==> src/dual_queue_red_wrr_scheduler_assert.svh <==
// Assertion macros for the dual-queue RED / WRR scheduler.
// Depends on nothing; included by the top level only.
`ifndef DUAL_QUEUE_RED_WRR_SCHEDULER_ASSERT_SVH
`define DUAL_QUEUE_RED_WRR_SCHEDULER_ASSERT_SVH

`ifndef SYNTHESIS

// Antecedent implies consequent in the same cycle.
`define DQR_ASSERT_IMPLY(label, clk, rst_n, ante, cons) \
  label: assert property (@(posedge clk) disable iff (!rst_n) (ante) |-> (cons)) \
    else $error("scheduler assertion failed");

// Antecedent implies consequent in the next cycle.
`define DQR_ASSERT_NEXT(label, clk, rst_n, ante, cons) \
  label: assert property (@(posedge clk) disable iff (!rst_n) (ante) |=> (cons)) \
    else $error("scheduler assertion failed");

`else

`define DQR_ASSERT_IMPLY(label, clk, rst_n, ante, cons)
`define DQR_ASSERT_NEXT(label, clk, rst_n, ante, cons)

`endif

`endif

==> src/dqr_pkg.sv <==
// Shared types and constants of the dual-queue RED / WRR scheduler.
// Depends on nothing; used by every module of the block.
package dqr_pkg;

  localparam int QUEUE_LIMIT = 1024;

  localparam int OCC_W      = 11;
  localparam int PROB_W     = 16;
  localparam int RUN_W      = 16;
  localparam int CFG_IDX_W  = 3;
  localparam int CFG_DATA_W = 16;
  localparam int LIMIT_W    = 17;
  localparam int PROD_W     = OCC_W + PROB_W;

  localparam logic [LIMIT_W-1:0] QUEUE_LIMIT_V = LIMIT_W'(QUEUE_LIMIT);
  localparam logic [OCC_W-1:0]   OCC_MAX       = '1;
  localparam logic [RUN_W-1:0]   RUN_MAX       = '1;

  // Verdict codes
  localparam logic [2:0] VERDICT_QUEUED        = 3'd0;
  localparam logic [2:0] VERDICT_QUEUED_MARKED = 3'd1;
  localparam logic [2:0] VERDICT_EARLY_DROP    = 3'd2;
  localparam logic [2:0] VERDICT_FORCED_DROP   = 3'd3;
  localparam logic [2:0] VERDICT_SERVED        = 3'd4;
  localparam logic [2:0] VERDICT_EMPTY         = 3'd5;

  // Traffic classes
  localparam logic CLASS_L4S     = 1'b0;
  localparam logic CLASS_CLASSIC = 1'b1;

  // Actions
  localparam logic ACTION_ENQUEUE = 1'b0;
  localparam logic ACTION_DEQUEUE = 1'b1;

  // ECN codes
  localparam logic [1:0] ECN_NOT_ECT = 2'd0;
  localparam logic [1:0] ECN_ECT_L4S = 2'd1;
  localparam logic [1:0] ECN_ECT0    = 2'd2;
  localparam logic [1:0] ECN_CE      = 2'd3;

  // Register indexes
  localparam logic [CFG_IDX_W-1:0] REG_L4S_MIN_TH     = 3'd0;
  localparam logic [CFG_IDX_W-1:0] REG_L4S_MAX_TH     = 3'd1;
  localparam logic [CFG_IDX_W-1:0] REG_CLASSIC_MIN_TH = 3'd2;
  localparam logic [CFG_IDX_W-1:0] REG_CLASSIC_MAX_TH = 3'd3;
  localparam logic [CFG_IDX_W-1:0] REG_L4S_MAX_P      = 3'd4;
  localparam logic [CFG_IDX_W-1:0] REG_CLASSIC_MAX_P  = 3'd5;
  localparam logic [CFG_IDX_W-1:0] REG_L4S_WEIGHT     = 3'd6;
  localparam logic [CFG_IDX_W-1:0] REG_CLASSIC_WEIGHT = 3'd7;

  typedef struct packed {
    logic              action;
    logic [1:0]        ecn_code;
    logic [PROB_W-1:0] random_fraction;
  } in_word_t;

  typedef struct packed {
    logic [2:0]       verdict;
    logic             traffic_class;
    logic [OCC_W-1:0] l4s_length;
    logic [OCC_W-1:0] classic_length;
  } out_word_t;

  // RED profile of one class
  typedef struct packed {
    logic [OCC_W-1:0]  min_th;
    logic [OCC_W-1:0]  max_th;
    logic [PROB_W-1:0] max_p;
  } red_cfg_t;

  // Dequeue request toward the round-robin arbiter
  typedef struct packed {
    logic serve;
    logic l4s_busy;
    logic classic_busy;
  } wrr_req_t;

  typedef struct packed {
    logic [RUN_W-1:0] l4s_weight;
    logic [RUN_W-1:0] classic_weight;
  } wrr_cfg_t;

endpackage

==> src/dqr_red.sv <==
// RED early-action test for one class occupancy.
// Depends on dqr_pkg.
module dqr_red (
  input  logic [dqr_pkg::OCC_W-1:0]  len_i,
  input  dqr_pkg::red_cfg_t          cfg_i,
  input  logic [dqr_pkg::PROB_W-1:0] rand_i,
  output logic                       hit_o
);

  logic [dqr_pkg::OCC_W-1:0]  over_min;
  logic [dqr_pkg::OCC_W-1:0]  span;
  logic [dqr_pkg::PROD_W-1:0] lhs;
  logic [dqr_pkg::PROD_W-1:0] rhs;

  // Linear region: only meaningful when min < len <= max
  assign over_min = len_i - cfg_i.min_th;
  assign span     = cfg_i.max_th - cfg_i.min_th;
  assign lhs      = dqr_pkg::PROD_W'(over_min) * dqr_pkg::PROD_W'(cfg_i.max_p);
  assign rhs      = dqr_pkg::PROD_W'(rand_i) * dqr_pkg::PROD_W'(span);

  always_comb begin
    if (len_i > cfg_i.max_th) begin
      hit_o = 1'b1;
    end else if (len_i <= cfg_i.min_th) begin
      hit_o = 1'b0;
    end else begin
      hit_o = lhs > rhs;
    end
  end

endmodule

==> src/dqr_wrr.sv <==
// Weighted round-robin arbiter between the L4S and Classic classes.
// Depends on dqr_pkg; holds the last served class and the run count.
module dqr_wrr (
  input  logic              clk_i,
  input  logic              rst_ni,
  input  dqr_pkg::wrr_req_t req_i,
  input  dqr_pkg::wrr_cfg_t cfg_i,
  output logic              class_o
);

  logic                      last_q, last_d;
  logic [dqr_pkg::RUN_W-1:0] run_q, run_d;
  logic                      target;

  always_comb begin
    if (!req_i.classic_busy) begin
      target = dqr_pkg::CLASS_L4S;
    end else if (!req_i.l4s_busy) begin
      target = dqr_pkg::CLASS_CLASSIC;
    end else if (last_q == dqr_pkg::CLASS_L4S) begin
      target = (run_q >= cfg_i.l4s_weight) ? dqr_pkg::CLASS_CLASSIC : dqr_pkg::CLASS_L4S;
    end else begin
      target = (run_q >= cfg_i.classic_weight) ? dqr_pkg::CLASS_L4S : dqr_pkg::CLASS_CLASSIC;
    end
  end

  always_comb begin
    last_d = last_q;
    run_d  = run_q;
    if (req_i.serve) begin
      last_d = target;
      if (target == last_q) begin
        // Same class again: extend the run, saturate at the top
        if (run_q != dqr_pkg::RUN_MAX) begin
          run_d = run_q + 1'b1;
        end
      end else begin
        run_d = dqr_pkg::RUN_W'(1);
      end
    end
  end

  always_ff @(posedge clk_i or negedge rst_ni) begin
    if (!rst_ni) begin
      last_q <= dqr_pkg::CLASS_L4S;
      run_q  <= '0;
    end else begin
      last_q <= last_d;
      run_q  <= run_d;
    end
  end

  assign class_o = target;

endmodule

==> src/dual_queue_red_wrr_scheduler.sv <==
// Dual-queue RED admission with weighted round-robin service, top level.
// Channels: in (in_valid_i/in_ready_o, in_word_i) carries enqueue or dequeue
// words; out (out_valid_o/out_ready_i, out_word_o) returns one result word
// per input word; cfg (cfg_valid_i/cfg_ready_o, cfg_index_i, cfg_data_i)
// writes the thresholds, peak probabilities and weights.
// Datapath: a word accepted into the input register is decided there by the
// RED test and the arbiter, combinationally, and its result is loaded into the
// result register that drives the out channel.
// Throughput: one word per cycle while out_ready_i stays high; the queue
// occupancies are updated at the same edge that loads the result, so the
// next word in the input register already sees them.
// Stall: when the receiver holds out_ready_i low, the result register
// holds, one more word may wait in the input register, and then in_ready_o
// drops until the result word is taken.
// Reset: occupancies, last served class and run count clear to zero (L4S),
// configuration returns to its defaults, both stages empty. cfg_ready_o is
// always high; write configuration only while the block is idle.
`include "dual_queue_red_wrr_scheduler_assert.svh"

module dual_queue_red_wrr_scheduler (
  input  logic                                clk_i,
  input  logic                                rst_ni,
  input  logic                                in_valid_i,
  output logic                                in_ready_o,
  input  dqr_pkg::in_word_t                   in_word_i,
  output logic                                out_valid_o,
  input  logic                                out_ready_i,
  output dqr_pkg::out_word_t                  out_word_o,
  input  logic                                cfg_valid_i,
  output logic                                cfg_ready_o,
  input  logic [dqr_pkg::CFG_IDX_W-1:0]       cfg_index_i,
  input  logic [dqr_pkg::CFG_DATA_W-1:0]      cfg_data_i
);

  // Configuration registers
  logic [dqr_pkg::OCC_W-1:0]  l4s_min_q, l4s_max_q, classic_min_q, classic_max_q;
  logic [dqr_pkg::PROB_W-1:0] l4s_p_q, classic_p_q;
  logic [dqr_pkg::RUN_W-1:0]  l4s_w_q, classic_w_q;

  // Queue occupancy
  logic [dqr_pkg::OCC_W-1:0] l4s_occ_q, l4s_occ_d;
  logic [dqr_pkg::OCC_W-1:0] classic_occ_q, classic_occ_d;

  // Pipeline registers
  logic               item_valid_q;
  dqr_pkg::in_word_t  item_q;
  logic               res_valid_q;
  dqr_pkg::out_word_t res_q, res_d;

  logic res_free;
  logic fire;

  logic                       cls;
  logic [dqr_pkg::OCC_W-1:0]  own_occ;
  logic [dqr_pkg::LIMIT_W-1:0] total_occ;
  logic                       forced;
  logic                       hit;
  dqr_pkg::red_cfg_t          red_cfg;
  dqr_pkg::wrr_req_t          wrr_req;
  dqr_pkg::wrr_cfg_t          wrr_cfg;
  logic                       served_class;
  logic                       any_busy;

  assign cfg_ready_o = 1'b1;

  always_ff @(posedge clk_i or negedge rst_ni) begin
    if (!rst_ni) begin
      l4s_min_q     <= dqr_pkg::OCC_W'(27);
      l4s_max_q     <= dqr_pkg::OCC_W'(80);
      classic_min_q <= dqr_pkg::OCC_W'(100);
      classic_max_q <= dqr_pkg::OCC_W'(300);
      l4s_p_q       <= dqr_pkg::PROB_W'(1311);
      classic_p_q   <= dqr_pkg::PROB_W'(1311);
      l4s_w_q       <= dqr_pkg::RUN_W'(1);
      classic_w_q   <= dqr_pkg::RUN_W'(1);
    end else if (cfg_valid_i) begin
      case (cfg_index_i)
        dqr_pkg::REG_L4S_MIN_TH:     l4s_min_q     <= cfg_data_i[dqr_pkg::OCC_W-1:0];
        dqr_pkg::REG_L4S_MAX_TH:     l4s_max_q     <= cfg_data_i[dqr_pkg::OCC_W-1:0];
        dqr_pkg::REG_CLASSIC_MIN_TH: classic_min_q <= cfg_data_i[dqr_pkg::OCC_W-1:0];
        dqr_pkg::REG_CLASSIC_MAX_TH: classic_max_q <= cfg_data_i[dqr_pkg::OCC_W-1:0];
        dqr_pkg::REG_L4S_MAX_P:      l4s_p_q       <= cfg_data_i[dqr_pkg::PROB_W-1:0];
        dqr_pkg::REG_CLASSIC_MAX_P:  classic_p_q   <= cfg_data_i[dqr_pkg::PROB_W-1:0];
        dqr_pkg::REG_L4S_WEIGHT:     l4s_w_q       <= cfg_data_i[dqr_pkg::RUN_W-1:0];
        dqr_pkg::REG_CLASSIC_WEIGHT: classic_w_q   <= cfg_data_i[dqr_pkg::RUN_W-1:0];
        default: ;
      endcase
    end
  end

  // Handshake: the result register frees when empty or taken this cycle
  assign res_free   = !res_valid_q || out_ready_i;
  assign fire       = item_valid_q && res_free;
  assign in_ready_o = !item_valid_q || res_free;

  always_ff @(posedge clk_i or negedge rst_ni) begin
    if (!rst_ni) begin
      item_valid_q <= 1'b0;
    end else if (in_ready_o) begin
      item_valid_q <= in_valid_i;
    end
  end

  always_ff @(posedge clk_i) begin
    if (in_ready_o && in_valid_i) begin
      item_q <= in_word_i;
    end
  end

  // Enqueue classification: ECT(1) and CE go to L4S
  assign cls = (item_q.ecn_code == dqr_pkg::ECN_ECT_L4S ||
                item_q.ecn_code == dqr_pkg::ECN_CE)
             ? dqr_pkg::CLASS_L4S : dqr_pkg::CLASS_CLASSIC;
  assign own_occ   = (cls == dqr_pkg::CLASS_L4S) ? l4s_occ_q : classic_occ_q;
  assign total_occ = dqr_pkg::LIMIT_W'(l4s_occ_q) + dqr_pkg::LIMIT_W'(classic_occ_q);
  assign forced    = (total_occ >= dqr_pkg::QUEUE_LIMIT_V) || (own_occ == dqr_pkg::OCC_MAX);

  always_comb begin
    if (cls == dqr_pkg::CLASS_L4S) begin
      red_cfg.min_th = l4s_min_q;
      red_cfg.max_th = l4s_max_q;
      red_cfg.max_p  = l4s_p_q;
    end else begin
      red_cfg.min_th = classic_min_q;
      red_cfg.max_th = classic_max_q;
      red_cfg.max_p  = classic_p_q;
    end
  end

  dqr_red u_red (
    .len_i  (own_occ),
    .cfg_i  (red_cfg),
    .rand_i (item_q.random_fraction),
    .hit_o  (hit)
  );

  assign any_busy             = (l4s_occ_q != '0) || (classic_occ_q != '0);
  assign wrr_req.l4s_busy     = l4s_occ_q != '0;
  assign wrr_req.classic_busy = classic_occ_q != '0;
  assign wrr_req.serve        = fire && (item_q.action == dqr_pkg::ACTION_DEQUEUE) && any_busy;
  assign wrr_cfg.l4s_weight     = l4s_w_q;
  assign wrr_cfg.classic_weight = classic_w_q;

  dqr_wrr u_wrr (
    .clk_i   (clk_i),
    .rst_ni  (rst_ni),
    .req_i   (wrr_req),
    .cfg_i   (wrr_cfg),
    .class_o (served_class)
  );

  // Decide the verdict and the next occupancy of the word in the input register
  always_comb begin
    l4s_occ_d         = l4s_occ_q;
    classic_occ_d     = classic_occ_q;
    res_d.verdict     = dqr_pkg::VERDICT_EMPTY;
    res_d.traffic_class = dqr_pkg::CLASS_L4S;
    if (item_q.action == dqr_pkg::ACTION_ENQUEUE) begin
      res_d.traffic_class = cls;
      if (forced) begin
        res_d.verdict = dqr_pkg::VERDICT_FORCED_DROP;
      end else if (hit && item_q.ecn_code == dqr_pkg::ECN_NOT_ECT) begin
        res_d.verdict = dqr_pkg::VERDICT_EARLY_DROP;
      end else begin
        res_d.verdict = hit ? dqr_pkg::VERDICT_QUEUED_MARKED : dqr_pkg::VERDICT_QUEUED;
        if (cls == dqr_pkg::CLASS_L4S) begin
          l4s_occ_d = l4s_occ_q + 1'b1;
        end else begin
          classic_occ_d = classic_occ_q + 1'b1;
        end
      end
    end else if (any_busy) begin
      res_d.verdict       = dqr_pkg::VERDICT_SERVED;
      res_d.traffic_class = served_class;
      if (served_class == dqr_pkg::CLASS_L4S) begin
        l4s_occ_d = l4s_occ_q - 1'b1;
      end else begin
        classic_occ_d = classic_occ_q - 1'b1;
      end
    end
    res_d.l4s_length     = l4s_occ_d;
    res_d.classic_length = classic_occ_d;
  end

  // Commit state and load the result only when the word moves on
  always_ff @(posedge clk_i or negedge rst_ni) begin
    if (!rst_ni) begin
      l4s_occ_q     <= '0;
      classic_occ_q <= '0;
    end else if (fire) begin
      l4s_occ_q     <= l4s_occ_d;
      classic_occ_q <= classic_occ_d;
    end
  end

  always_ff @(posedge clk_i or negedge rst_ni) begin
    if (!rst_ni) begin
      res_valid_q <= 1'b0;
    end else if (res_free) begin
      res_valid_q <= item_valid_q;
    end
  end

  always_ff @(posedge clk_i) begin
    if (fire) begin
      res_q <= res_d;
    end
  end

  assign out_valid_o = res_valid_q;
  assign out_word_o  = res_q;

  // The combined occupancy never passes the buffer limit
  `DQR_ASSERT_IMPLY(a_occ_limit, clk_i, rst_ni, 1'b1, total_occ <= dqr_pkg::QUEUE_LIMIT_V)
  // A dequeue with something queued yields a served result next cycle
  `DQR_ASSERT_NEXT(a_deq_served, clk_i, rst_ni, wrr_req.serve, res_valid_q && res_q.verdict == dqr_pkg::VERDICT_SERVED)
  // A word blocked by a full result stage stays in the input register
  `DQR_ASSERT_NEXT(a_item_hold, clk_i, rst_ni, item_valid_q && !res_free, item_valid_q && $stable(item_q))

endmodule

==> config.mk <==
export PLATFORM = sky130hd
export DESIGN_NAME = dual_queue_red_wrr_scheduler
export DESIGN_NICKNAME = d
export VERILOG_FILES = /design/src/dqr_pkg.sv /design/src/dqr_red.sv /design/src/dqr_wrr.sv /design/src/dual_queue_red_wrr_scheduler.sv
export VERILOG_INCLUDE_DIRS = /design/src /design/src/src
export SDC_FILE = /design/constraint.sdc
export NUM_CORES = 1
export LEC_CHECK = 0
export ABC_AREA = 1
export BUFFER_PORTS_ARGS = -buffer_cell sky130_fd_sc_hd__buf_2
export CORE_MARGIN = 2
export CORE_UTILIZATION = 50
export DETAILED_ROUTE_END_ITERATION = 8
export HOLD_SLACK_MARGIN = 0.05
export PLACE_DENSITY = 0.69
export REMOVE_ABC_BUFFERS = 1
export SETUP_SLACK_MARGIN = 0.2
export SYNTH_ARGS = -nofsm -noshare
export SYNTH_HDL_FRONTEND = slang
export SYNTH_SLANG_ARGS = --single-unit
==> constraint.sdc <==
create_clock -name clk_i -period 8.8 [get_ports clk_i]
set_input_delay 0.88 -clock clk_i [delete_from_list [all_inputs] [get_ports clk_i]]
set_output_delay 0.88 -clock clk_i [all_outputs]
set_load 0.03 [all_outputs]
==> key figures <==
Status
  • Outcome: complete, no violations

Hold path
  • HP Class: in -> async

Finish
  • Commonest non-fill, non-tap cell in the layout: nand2_1
  • Nets: around 3700
  • Highest-count cells in the layout ignoring fill and taps: nand2_1 (710), inv_1 (503), fa_1 (242)
  • Diodes inserted: 0
  • Post-Layout Cell Count: 3805
  • Layout cells sized above 1: around a fifth
  • P&R area growth vs syn: 18.69%

Synthesis
  • Number of synthesized flops with an enable pin: 45
  • Sequential area share after synthesis: approximately 22%
  • Yosys top cell by area: fa_1
  • Top cells by area, synth: fa_1 (22%), dfrtp_1 (13%), ha_1 (13%)
  • Mapped Cells: 2987
  • Fraction of registers with async set/reset: approximately three quarters
  • Mapped Area: 23440 µm²
  • Unique masters post-synth: 54
  • Yosys warns: 0
  • Ys flop type: dfrtp_1
  • Avg Cell Area, Syn: ~7.8 µm²
  • Yosys top cell area share: 21.61%
  • Number of synthesized register bits: slightly below 200

STA
  • Tmin final: 8.532 ns
  • Clock Skews: roughly 0.021 ns
  • Setup ws final: approximately 0.27 ns
  • Final max-slew violation count: 0
  • Fmax: around 120 MHz
  • Slew margin rel.: a little under two fifths
  • RSZ-0062 raised after global routing: yes
  • Final Hold Fails: 0
  • Final Cycle Share: 96.95%
  • Setup-failing EPs final: 0
  • Worst slew pin tran: a little over 0.9 ns

Global routing
  • Vias in the first global route: 20900
  • Pin count of the biggest net entering global routing: roughly 80
  • Met2 Use GR: 46.92%
  • GRT Overall Usage: a little over a quarter
  • Gr busiest metal: met2
  • Routing usage on met3: under 10%
  • Grt ovf: 0
  • Initial antenna violation count: 0
  • First-pass GRT wire length: 102300 µm
  • Met1 Resource Use GR: 33.69%

Critical path
  • Startpoint types: flip-flop
  • CP max stage delay: ~0.50 ns
  • WP data arrival: 8.78 ns
  • Reg2reg setup slack: about 0.27 ns
  • CP bufs+invs: 11
  • Critical path peak fanout: 8
  • Required time worst endpoint: 9.04 ns
  • CP max stage cell: fa_1
  • Kind of critical path: reg -> reg
  • CP top delay family: adder cells
  • Crit path capture type: flip-flop

Floorplan
  • Initial Util: about 50%
  • Core Area: ~46000 µm²
  • Die ar.: 48620 µm²
  • Row cnt: between 70 and 80
  • # IOs: around 70
  • Die Span Y: approximately 220 µm
  • Width of the die: roughly 220 µm

Placed design
  • Port buffer count: 70
  • Dpl ws: -0.1962 ns
  • HPWL Detailed: 49390 µm
  • Routability Congestion: about 0.97
  • Dpl cells: between 3000 and 4000

Clock network
  • Cts hold-fix bufs: 0
  • Worst-Skew Late Latency: around 0.5 ns
  • Clock Tree Buf Depth: 2
  • Clock slew at reported path FFs: 0.08 ns
  • CTS sink count: roughly 190
  • CTS tree: yes
  • H-tree Lvls: 4
  • CTS Root Cell: clkbuf_16
  • Num CTS Buffers: 17

Routing
  • Vias: approximately 20000
  • Wire per inst: about 17 µm
  • Post-Route WL: ~64000 µm
  • Residual DRC count: 0
  • Iteration-0 DRC count of the detailed router: 1366
  • First-pass DRT Iterations: 6
  • DR vias/cell: between 5 and 6
  • Antenna Violating Nets Remaining: 0

Run
  • Max Cap Violations: 0
-- state kept, by name, indices dropped and copies added (netlist names), 16 cells and up --
signal and flops:
item_q 19, l4s_p_q 16, u_wrr.run_q 16, classic_w_q 16
out_word_o 26, l4s_w_q 16, classic_p_q 16
-- routing by layer --
layer | vias to the layer above | part of all wire (%)
met5 | - | 0
met4 | 0 | 2.7
met3 | 137 | 5.3
met2 | 625 | 51
met1 | 10100 | 41
li1 | 9691 | -
-- path summary, 6_finish.rpt --
check | from | endpoint | depth (start not counted)
setup reg to reg | item_q[16] | out_word_o[3] | 47
hold reg to reg | l4s_p_q[13] | l4s_p_q[13] | 2
min in group clk_i | l4s_p_q[13] | l4s_p_q[13] | 2
hold / removal | rst_ni | l4s_occ_q[4] | 1
max in group asynchronous | rst_ni | l4s_occ_q[8] | 2
setup / recovery | item_q[16] | out_word_o[3] | 47
-- area by class of cell --
class / instances / area [µm²]
Sequential cell: 194 / 5116
Clock inverter: 15 / 175.2
Timing Repair inverter: 1 / 7.507
Clock buffer: 17 / 425.4
Multi-Input combinational cell: 2176 / 17330
Inverter: 542 / 2061
Timing Repair Buffer: 253 / 1948
Fill cell: 4032 / 18640
Tap cell: 607 / 759.5
-- cells by family (layout without fill, tap and decap cells) --
logic type | Yosys count | count (layout) | share of synthesized area, %
other cells | 1 | 1 | 0.01600
buf+inv | 618 | 828 | 10.20
fa+ha+maj | 490 | 490 | 34.26
xor+xnor | 84 | 84 | 3.219
mux | 11 | 11 | 0.4698
compound gates | 358 | 358 | 8.269
flops | 194 | 194 | 21.83
simple gates | 1231 | 1232 | 21.74
-- worst reg2reg max path, delay by kind of cell, from the launching register on --
| kind | cells | cell delay [ns] |
|---|---|---|
| AOI/OAI and AO/OA | 4 | 0.46 |
| xor gates and xnor gates | 1 | 0.16 |
| and+or+nand+nor | 22 | 2.56 |
| DFF | 1 | 0.48 |
| muxes | 1 | 0.21 |
| buffers and inverters | 11 | 1.16 |
| adders and majority gates | 8 | 3.26 |
-- cells in the mapped netlist, drive strengths merged (6+ instances only) --
cell / count
nand2: 769
inv: 539
fa: 253
nor2: 250
ha: 237
o21ai: 209
dfrtp: 120
a21oi: 97
nand3: 88
xor2: 57
clkbuf: 46
edfxtp: 45
or2: 39
nor3: 37
buf: 30
nand4: 30
dfstp: 29
xnor2: 27
mux2i: 11
o21a: 10
a21o: 9
o21bai: 8
and2: 6
nor4: 6
-- through the flow --
stage / TNS [ns] / utilization, % / cell area [µm²] / hold slack, ns
floorplan: -32.82 / - / 23080 / 0.4457
global placement: -0.08796 / 54.58 / 25360 / 0.4609
detailed placement: -2.295 / 54.58 / 25360 / 0.4655
CTS: 0 / 57.01 / 26480 / 0.4250
global route: -1.628 / 59.88 / 27820 / 0.4579
finish: 0 / 59.88 / 27820 / 0.4027
-- timing repair --
item,CTS,global route
pin swaps,16,123
resized for setup,96,257
buffers inserted,13,21
setup endpoints to repair,24,24
cloned,1,3
Power is left out: the tool's default activity adds up to more than one toggle a clock period on the data nets, which glitch-free logic cannot reach.
